===== src/hw/rtl/sefe_pkg.sv =====
`default_nettype none
package sefe_pkg;

    localparam int MantW = 24;
    localparam int ExpW = 9;
    localparam logic signed [ExpW-1:0] ExpFloor = -9'sd128;
    localparam logic [4:0] MantBitsReset = 5'd16;
    localparam int QueueDepthDefault = 2;

    typedef enum logic [1:0] {
        t_func_scan    = 2'd0,
        t_func_running = 2'd1,
        t_func_shared  = 2'd2,
        t_func_own     = 2'd3
    } t_func;

    typedef struct packed {
        logic                   neg;
        logic [23:0]            mag;
        logic signed [ExpW-1:0] e;
        logic signed [ExpW-1:0] q;
    } t_dec;

    typedef struct packed {
        t_dec                   d;
        logic signed [ExpW:0]   x;
    } t_lane;

    typedef struct packed {
        t_lane lx;
        t_lane ly;
        t_lane lz;
    } t_job;

    function automatic t_dec decode(input logic [31:0] w);
        t_dec d;
        logic [7:0] bexp;
        logic [22:0] frac;
        logic [4:0] bl;
        bexp = w[30:23];
        frac = w[22:0];
        d.neg = w[31];
        bl = 5'd0;
        for (int i = 0; i < 23; i++) begin
            if (frac[i]) begin
                bl = 5'(i + 1);
            end
        end
        if (bexp == 8'd0) begin
            d.mag = {1'b0, frac};
            d.q = -9'sd149;
            d.e = (frac == 23'd0) ? 9'sd0 : ($signed({4'd0, bl}) - 9'sd149);
        end else begin
            d.mag = {1'b1, frac};
            d.q = $signed({1'b0, bexp}) - 9'sd150;
            d.e = $signed({1'b0, bexp}) - 9'sd126;
        end
        return d;
    endfunction

    function automatic logic [31:0] pack(input t_lane l);
        logic signed [ExpW+1:0] sh;
        logic [24:0] m;
        logic [64:0] ext;
        logic [5:0] r;
        sh = 11'(l.d.q) - 11'(l.x);
        m = '0;
        ext = '0;
        r = '0;
        if (l.d.mag != 24'd0) begin
            if (sh >= 0) begin
                m = (sh >= 24) ? 25'd0 : 25'({l.d.mag, 24'd0} >> (6'd24 - 6'(sh)));
            end else if (sh >= -40) begin
                r = 6'(-sh);
                ext = ({41'd0, l.d.mag} + (65'd1 << (r - 6'd1))) >> r;
                m = ext[24:0];
            end
            if (l.d.neg) begin
                m = 25'd0 - m;
            end
        end
        return {l.x[7:0], m[23:0]};
    endfunction

endpackage
`default_nettype wire


===== src/hw/rtl/sefe_front.sv =====
`default_nettype none
module sefe_front
    import sefe_pkg::*;
(
    input  wire logic        i_clk,
    input  wire logic        i_rst_n,
    input  wire logic [4:0]  i_cfg_data,
    input  wire logic        i_cfg_valid,
    input  wire logic        i_valid,
    input  wire logic [1:0]  i_func,
    input  wire logic        i_restart,
    input  wire logic [31:0] i_value_x,
    input  wire logic [31:0] i_value_y,
    input  wire logic [31:0] i_value_z,
    input  wire logic        i_q_full,
    output logic             o_stall,
    output logic             o_push,
    output t_job             o_job
);
    logic [4:0] r_kbits;
    logic signed [ExpW-1:0] r_max [3];
    logic signed [ExpW-1:0] n_max [3];
    t_dec dx, dy, dz;
    logic signed [ExpW-1:0] mx, base [3];
    logic signed [ExpW:0] lower;
    logic acc;
    t_func fn;

    assign fn = t_func'(i_func);
    assign o_stall = i_q_full;
    assign acc = i_valid && !i_q_full;
    assign o_push = acc && (fn != t_func_scan);
    assign dx = decode(i_value_x);
    assign dy = decode(i_value_y);
    assign dz = decode(i_value_z);
    assign lower = $signed({5'd0, r_kbits}) - 10'sd1;

    always_comb begin
        mx = dx.e;
        if (dy.e > mx) mx = dy.e;
        if (dz.e > mx) mx = dz.e;
        unique case (fn)
            t_func_running: begin
                base[0] = r_max[0]; base[1] = r_max[1]; base[2] = r_max[2];
            end
            t_func_shared: begin
                base[0] = mx; base[1] = mx; base[2] = mx;
            end
            default: begin
                base[0] = dx.e; base[1] = dy.e; base[2] = dz.e;
            end
        endcase
        o_job.lx.d = dx;
        o_job.ly.d = dy;
        o_job.lz.d = dz;
        o_job.lx.x = 10'(base[0]) - lower;
        o_job.ly.x = 10'(base[1]) - lower;
        o_job.lz.x = 10'(base[2]) - lower;
    end

    always_comb begin
        logic signed [ExpW-1:0] es [3];
        es[0] = dx.e; es[1] = dy.e; es[2] = dz.e;
        for (int i = 0; i < 3; i++) begin
            n_max[i] = i_restart ? ExpFloor : r_max[i];
            if (es[i] > n_max[i]) n_max[i] = es[i];
        end
    end

    always_ff @(posedge i_clk) begin
        if (!i_rst_n) begin
            r_kbits <= MantBitsReset;
            for (int i = 0; i < 3; i++) r_max[i] <= ExpFloor;
        end else begin
            if (i_cfg_valid) r_kbits <= i_cfg_data;
            if (acc && fn == t_func_scan) begin
                for (int i = 0; i < 3; i++) r_max[i] <= n_max[i];
            end
        end
    end
endmodule
`default_nettype wire


===== src/hw/rtl/sefe_queue.sv =====
`default_nettype none
module sefe_queue
    import sefe_pkg::*;
#(
    parameter int Depth = QueueDepthDefault
) (
    input  wire logic i_clk,
    input  wire logic i_rst_n,
    input  wire logic i_push,
    input  t_job      i_job,
    output logic      o_full,
    output logic      o_valid,
    output t_job      o_job,
    input  wire logic i_pop
);
    localparam int AW = (Depth > 1) ? $clog2(Depth) : 1;
    t_job r_mem [Depth];
    logic [AW-1:0] r_wp, r_rp;
    logic [AW:0] r_cnt;
    logic do_pop, do_push;

    assign o_valid = r_cnt != '0;
    assign o_full = r_cnt == (AW+1)'(Depth);
    assign o_job = r_mem[r_rp];
    assign do_pop = i_pop && o_valid;
    assign do_push = i_push && !o_full;

    always_ff @(posedge i_clk) begin
        if (do_push) r_mem[r_wp] <= i_job;
    end

    always_ff @(posedge i_clk) begin
        if (!i_rst_n) begin
            r_wp <= '0;
            r_rp <= '0;
            r_cnt <= '0;
        end else begin
            if (do_push) r_wp <= (r_wp == AW'(Depth - 1)) ? '0 : r_wp + 1'b1;
            if (do_pop) r_rp <= (r_rp == AW'(Depth - 1)) ? '0 : r_rp + 1'b1;
            r_cnt <= r_cnt + (AW+1)'(do_push) - (AW+1)'(do_pop);
        end
    end
endmodule
`default_nettype wire


===== src/hw/rtl/sefe_back.sv =====
`default_nettype none
module sefe_back
    import sefe_pkg::*;
(
    input  wire logic   i_clk,
    input  wire logic   i_rst_n,
    input  wire logic   i_valid,
    input  t_job        i_job,
    output logic        o_pop,
    output logic        o_valid,
    output logic [31:0] o_word_x,
    output logic [31:0] o_word_y,
    output logic [31:0] o_word_z,
    input  wire logic   i_stall
);
    logic r_valid;
    logic load;

    assign load = i_valid && (!r_valid || !i_stall);
    assign o_pop = load;
    assign o_valid = r_valid;

    always_ff @(posedge i_clk) begin
        if (!i_rst_n) begin
            r_valid <= 1'b0;
        end else if (load) begin
            r_valid <= 1'b1;
        end else if (!i_stall) begin
            r_valid <= 1'b0;
        end
    end

    always_ff @(posedge i_clk) begin
        if (load) begin
            o_word_x <= pack(i_job.lx);
            o_word_y <= pack(i_job.ly);
            o_word_z <= pack(i_job.lz);
        end
    end
endmodule
`default_nettype wire


===== src/hw/rtl/shared_exponent_float_encode_unit.sv =====
// an accepted item goes into the queue, then into the output register once that is free
// one item per cycle unless the queue is full; scan items update the maxima and give no result
// a two-entry queue decouples decode from the rounding shift stage; a full queue stalls input
// reset: synchronous active low; maxima return to -128, mantissa_bits to 16,
// queue and output register empty
`default_nettype none
module shared_exponent_float_encode_unit
    import sefe_pkg::*;
#(
    parameter int QueueDepth = QueueDepthDefault
) (
    input  wire logic        i_clk,
    input  wire logic        i_rst_n,
    input  wire logic        i_cfg_valid,
    output logic             o_cfg_ready,
    input  wire logic [4:0]  i_cfg_data,
    input  wire logic        i_valid,
    output logic             o_stall,
    input  wire logic [1:0]  i_func,
    input  wire logic        i_restart,
    input  wire logic [31:0] i_value_x,
    input  wire logic [31:0] i_value_y,
    input  wire logic [31:0] i_value_z,
    output logic             o_valid,
    input  wire logic        i_stall,
    output logic [31:0]      o_word_x,
    output logic [31:0]      o_word_y,
    output logic [31:0]      o_word_z
);
    logic q_full, push, q_valid, pop;
    t_job fjob, qjob;

    assign o_cfg_ready = 1'b1;

    sefe_front u_front (
        .i_clk, .i_rst_n, .i_cfg_data, .i_cfg_valid, .i_valid, .i_func, .i_restart,
        .i_value_x, .i_value_y, .i_value_z, .i_q_full(q_full), .o_stall,
        .o_push(push), .o_job(fjob)
    );

    sefe_queue #(.Depth(QueueDepth)) u_queue (
        .i_clk, .i_rst_n, .i_push(push), .i_job(fjob), .o_full(q_full),
        .o_valid(q_valid), .o_job(qjob), .i_pop(pop)
    );

    sefe_back u_back (
        .i_clk, .i_rst_n, .i_valid(q_valid), .i_job(qjob), .o_pop(pop), .o_valid,
        .o_word_x, .o_word_y, .o_word_z, .i_stall
    );
endmodule
`default_nettype wire


===== config.mk =====
export PLATFORM = sky130hd
export DESIGN_NAME = shared_exponent_float_encode_unit
export DESIGN_NICKNAME = d
export VERILOG_FILES = /design/src/hw/rtl/sefe_pkg.sv /design/src/hw/rtl/sefe_front.sv /design/src/hw/rtl/sefe_queue.sv /design/src/hw/rtl/sefe_back.sv /design/src/hw/rtl/shared_exponent_float_encode_unit.sv
export SDC_FILE = /design/constraint.sdc
export NUM_CORES = 2
export LEC_CHECK = 0
export BUFFER_PORTS_ARGS = -buffer_cell sky130_fd_sc_hd__buf_2
export CAP_MARGIN = 15
export CORE_MARGIN = 2
export CORE_UTILIZATION = 50
export CTS_BUF_LIST = sky130_fd_sc_hd__clkbuf_4
export DETAILED_ROUTE_END_ITERATION = 7
export GPL_TIMING_DRIVEN = 0
export PLACE_DENSITY_LB_ADDON = 0.3
export SETUP_SLACK_MARGIN = 0.05
export SLEW_MARGIN = 20
export SYNTH_ARGS = -nofsm -noshare
export SYNTH_HDL_FRONTEND = slang
export SYNTH_SLANG_ARGS = --single-unit

===== constraint.sdc =====
create_clock -name i_clk -period 14.1 [get_ports i_clk]
set_input_delay 2.115 -clock i_clk [delete_from_list [all_inputs] [get_ports i_clk]]
set_output_delay 2.115 -clock i_clk [all_outputs]
set_load 0.02 [all_outputs]

# ---- Yosys cells after proc, flatten, opt, wreduce, memory -nomap -nowiden
# Memories as Yosys holds them, arrays and structs flattened. A register that Yosys moved wholly into a read port is not among the register bits.
# Index checks and enable logic that the tools add are counted.
dict set report totals {
  ramBits 345
  out_inout_bits 99
  wordCells 217
  rom_bits 0
  latch_bits 0
  n_memories 2
  regBits 106
  input_bits 109
}
# memory words width read_ports rd_clocked_by_memory_dff write_ports line
set mem_list {}
lappend mem_list {u_queue.r_mem 2 159 1 1 1 sefe_queue.sv:17} ;# t_job r_mem [Depth];
lappend mem_list {u_front.r_max 3 9 3 0 3 sefe_front.sv:21} ;# logic signed [ExpW-1:0] r_max [3];
dict set report classes {
  n_addsub 35
  eq_ne 4
  reduce_logical 22
  n_div 0
  shift 9
  order_cmp 14
  bitwise 3
  mux 117
  n_mul 0
}
# operator count
set op_table {}
lappend op_table {{24-bit two-way mux} 18}
lappend op_table {{24-bit by 65-bit adder with 65-bit output} 3}
lappend op_table {{1-bit by 6-bit left shift with 65-bit output, first input constant} 3}
lappend op_table {{65-bit by 6-bit right shift with 24-bit output} 3}
lappend op_table {{48-bit by 6-bit right shift with 24-bit output} 3}
lappend op_table {{42-bit two-way mux} 3}
lappend op_table {{9-bit two-way mux} 14}
lappend op_table {{5-bit two-way mux} 24}
lappend op_table {{4-bit two-way mux} 24}
lappend op_table {{24-bit nonzero test} 3}
lappend op_table {{1-bit by 24-bit subtractor with 24-bit output, first input constant} 3}
lappend op_table {{23-bit logical NOT} 3}
lappend op_table {{27-bit one-hot mux with 2 select lines} 1}
lappend op_table {{9-bit > comparator} 5}
lappend op_table {{3-bit two-way mux} 12}
lappend op_table {{11-bit by 1-bit greater-or-equal comparator with 1-bit output, second input constant} 3}
lappend op_table {{11-bit by 6-bit greater-or-equal comparator with 1-bit output, second input constant} 3}
lappend op_table {{11-bit by 7-bit greater-or-equal comparator with 1-bit output, second input constant} 3}
lappend op_table {{9-bit by 10-bit subtractor with 11-bit output} 3}
lappend op_table {{9-bit by 6-bit subtractor with 10-bit output} 3}
lappend op_table {{5-bit by 8-bit subtractor with 9-bit output, second input constant} 3}
lappend op_table {{8-bit by 7-bit subtractor with 9-bit output, second input constant} 3}
lappend op_table {{8-bit by 8-bit subtractor with 9-bit output, second input constant} 3}
lappend op_table {{8-bit logical NOT} 3}
lappend op_table {{other kinds (18)} 55}

# ---- Longest topological paths before layout
dict set report depth {
  depth_word 32
  mapped_depth 54
  mapped_depth_nobuf 53
}

# ---- Modules after synthesis
# Synthesis repeated with hierarchy kept, for this count alone.
dict set report unflattened {
  hier_cells 5776
  hier_area_um2 48843.1
}
# mod cells_each seq_area_each_um2 n_inst area_each_um2
set modules_own_cells {}
lappend modules_own_cells {sefe_back 4340 2902.8 1 29868.6}
lappend modules_own_cells {sefe_queue 522 9649.3 1 12132.9}
lappend modules_own_cells {sefe_front 912 910.9 1 6830.3}
lappend modules_own_cells {shared_exponent_float_encode_unit 2 0.0 1 11.3}

# ---- Worst setup path before layout
# No wires, ideal clock.
dict set report synth_path {
  path_type {input to register}
  start {input i_func[0]}
  end {memory u_queue.r_mem[0][0] in the netlist's numbering (enable)}
  setup_time_ns 0.785
  setup_slack_ns 1.954
  t_required_ns 13.315
  arrival_time_ns 11.360
  path_buffers 0
  stages 3
  path_cell_list {inv_1 -> ha_1 -> nor3_1}
}
dict set report synth_between {
  elab_chain_len 5
}
# item line
set synth_lines {}
lappend synth_lines {{start, declared} shared_exponent_float_encode_unit.sv:19} ;# input wire logic [1:0] i_func,
lappend synth_lines {{2-bit nonzero test} sefe_front.sv:32} ;# assign o_push = acc && (fn != t_func_scan);
lappend synth_lines {{1-bit logical AND} sefe_front.sv:32}
lappend synth_lines {{1-bit logical AND} sefe_queue.sv:26} ;# assign do_push = i_push && !o_full;
lappend synth_lines {{1-bit two-way mux} sefe_queue.sv:29} ;# if (do_push) r_mem[r_wp] <= i_job;
lappend synth_lines {{1-bit two-way mux (implied by the code)} sefe_queue.sv:29}
lappend synth_lines {{end, declared} sefe_queue.sv:17}
# Every way passes these cells.

==> out/results.ini <==
[sta]
finalCritPeriodShare=0.975
relSlewSlack=0.157
fmax_ghz=0.0727
worst-slew-pin-transition_ns=1.23
finClkSkew_ns=0.0778
hold_viol=0
drv_slew=0
rsz0062_at_grt=true
finalSetupViolCount=0
period_needed_ns=13.75

[die]
fp.dieW_microns=306
io_pins=208
die_h_microns=306
die-area_sq_um=93600
rows=110
start_util=0.505
core-area_sq_um=90100

[place]
place.gp.congestion=1.08
place_inst=6937
io_buffers=200
dp_hpwl_mm=172

[clock_tree]
clk_transition_reported_paths_ns=0.07
cts.sinks=398
clockRootBuffer=clkbuf_4
cts_made_buffers=102
cts_tree=done
clock_latency_ns=0.98
clock_path_buffers=3
cts.htree.levels=3

[global_route]
grt_pass1_vias=47700
antenna_found_initial=13
grt_max_degree=47
grt_pass1_wl_mm=316
grt_usage=0.447
grt-ovfl-total=0

[cells_and_area]
drive_above_1_share=0.134
fin_util=0.554
syn_to_final_growth_pct=9.51
fin_cells=7124
layout.nets=6192

[route]
wire_per_inst_microns=30.6
route.detailed.drc=1
detail-route-antenna-nets=0
via_count=51200
dr.pass1.iters=8
vias_per_cell=7.18
initialDrtViolationCount=7701
drt-total-wl_mm=218

[setup_path]
crit_fanout=28
critPathKind=flip-flop to flip-flop
cp_top_family=buffers and inverters
arrival_ns=14.45
crit_top_cell=buf_2
slowest_stage=o311ai_0
required_ns=14.81
critPathMaxStageDelay_ns=0.78
cp-start-kind=flip-flop
path_buf_inv=15
end_kind=flip-flop

[synth]
ys_top_cells_by_area=edfxtp_1, ha_1, nor2_1
netlist_instances=5535
synth_top_area_share=0.255
syn_nets=5860
synth_seq_cells=398
synth_area_sq_um=45600
ys_warn_count=0
seq_area_frac_synth=0.260
ys_async_sr_fraction=0
avgSynthCellArea_sq_um=8.23
yosys.area.top_type=edfxtp_1
synth_edf_count=387
synth.distinct_cells=130
ys.flop_type=edfxtp_1

[run_status]
violations=DRC
status=complete, but fails checks

[job]
cap_viol_max_count=0

[worst_hold_path]
min_path_type=flip-flop to flip-flop

flip-flops by register name (all words and copies together) (netlist names), named ones only:
name,cells
u_queue.r_mem,264
u_back.o_word_x,32
u_back.o_word_y,32
u_back.o_word_z,32
u_front.r_max,27
u_front.r_kbits,5
u_queue.r_cnt,2
u_back.o_valid,1
u_queue.r_rp,1
u_queue.r_wp,1
layout by cell type, fill, tap and decap left out, drive strengths merged, types with 159 or more instances in the layout:
cell / count
nor2: 637
ha: 207
inv: 164
o21ai: 314
mux2: 159
clkbuf: 392
a21oi: 307
mux2i: 219
nand2: 504
nor3: 208
buf: 326
edfxtp: 387
logic make-up (layout without fill, tap and decap cells):
family | count (synthesis) | after routing | share of synthesized area
muxes | 430 | 430 | 0.113
DFF | 398 | 398 | 0.260
AOI/OAI and AO/OA | 1636 | 1636 | 0.251
adders and majority gates | 216 | 216 | 0.0608
buffers and inverters | 514 | 922 | 0.0443
xor gates and xnor gates | 225 | 225 | 0.0469
other | 1 | 6 | 0.0000823
and+or+nand+nor | 2115 | 2115 | 0.224
worst min-delay path, delay by kind of cell, from the launching register on:
| kind | cells | cell delay [ns] |
|---|---|---|
| flops | 1 | 0.35 |
| mux | 1 | 0.08 |
| simple gates | 1 | 0.07 |
area by class of cell:
class | instances | area (sq um)
antenna | 5 | 12.5
tap | 1176 | 1470
sequential | 398 | 11800
timing repair buffer | 230 | 1340
fill | 8373 | 40200
inverter | 165 | 619
clock inverter | 38 | 216
multi-input combinational | 4623 | 31900
buffer | 347 | 1420
clock buffer | 142 | 1070
synthesized netlist by cell type (all sizes together), types with 78 or more instances:
master	count
a211oi	105
xor2	102
nand2b	81
inv	160
o211ai	85
nor4	84
mux2	159
clkbuf	249
nor3	208
a21oi	307
o21ai	314
nand4	88
nor2	637
edfxtp	387
ha	207
nand3	157
and3	81
mux2i	219
nand2	504
a31oi	87
xnor2	120
a21o	78
buf	100
routing by layer:
layer,vias to the layer above,wire [microns],GRT usage
li1,22000,-,-
met1,24400,85800,0.593
met2,3957,91400,0.667
met3,762,27800,0.129
met4,18,12700,0.221
met5,-,127,0
worst paths after layout:
| kind | startpoint | endpoint | slack, ns | depth (start not counted) |
|---|---|---|---|---|
| worst min-delay path | u_front.r_kbits[1] | u_front.r_kbits[1] | 0.53 | 2 |
| worst max register to register | flip-flop | u_back.o_word_y[23] | 0.35 | 41 |
| worst min register to register | u_front.r_kbits[1] | u_front.r_kbits[1] | 0.53 | 2 |
| worst max-delay path | flip-flop | u_back.o_word_y[23] | 0.35 | 41 |
what timing repair did:
item | 4_1_cts | 5_1_grt
resized for setup | 23 | 29
hold buffers | 0 | 0
setup buffers | 0 | 4
pin swaps | 0 | 2
gates cloned | 0 | 0
setup endpoints to repair | 71 | 66
metrics by stage:
step | setup TNS [ns] | instance area, sq um | setup WS, ns | hold slack (ns)
floorplan | 0 | 45600 | 1.95 | 0.481
global placement | -678.15 | 48000 | -4.40 | 0.462
detailed placement | -70.51 | 48400 | -1.56 | 0.513
CTS | 0 | 49800 | 0.0424 | 0.532
global route | 0 | 49900 | 0.00104 | 0.572
finish | 0 | 49900 | 0.353 | 0.535
Power is not shown: default switching activity piles up to over one toggle a cycle in this logic, so the estimate is an artifact.
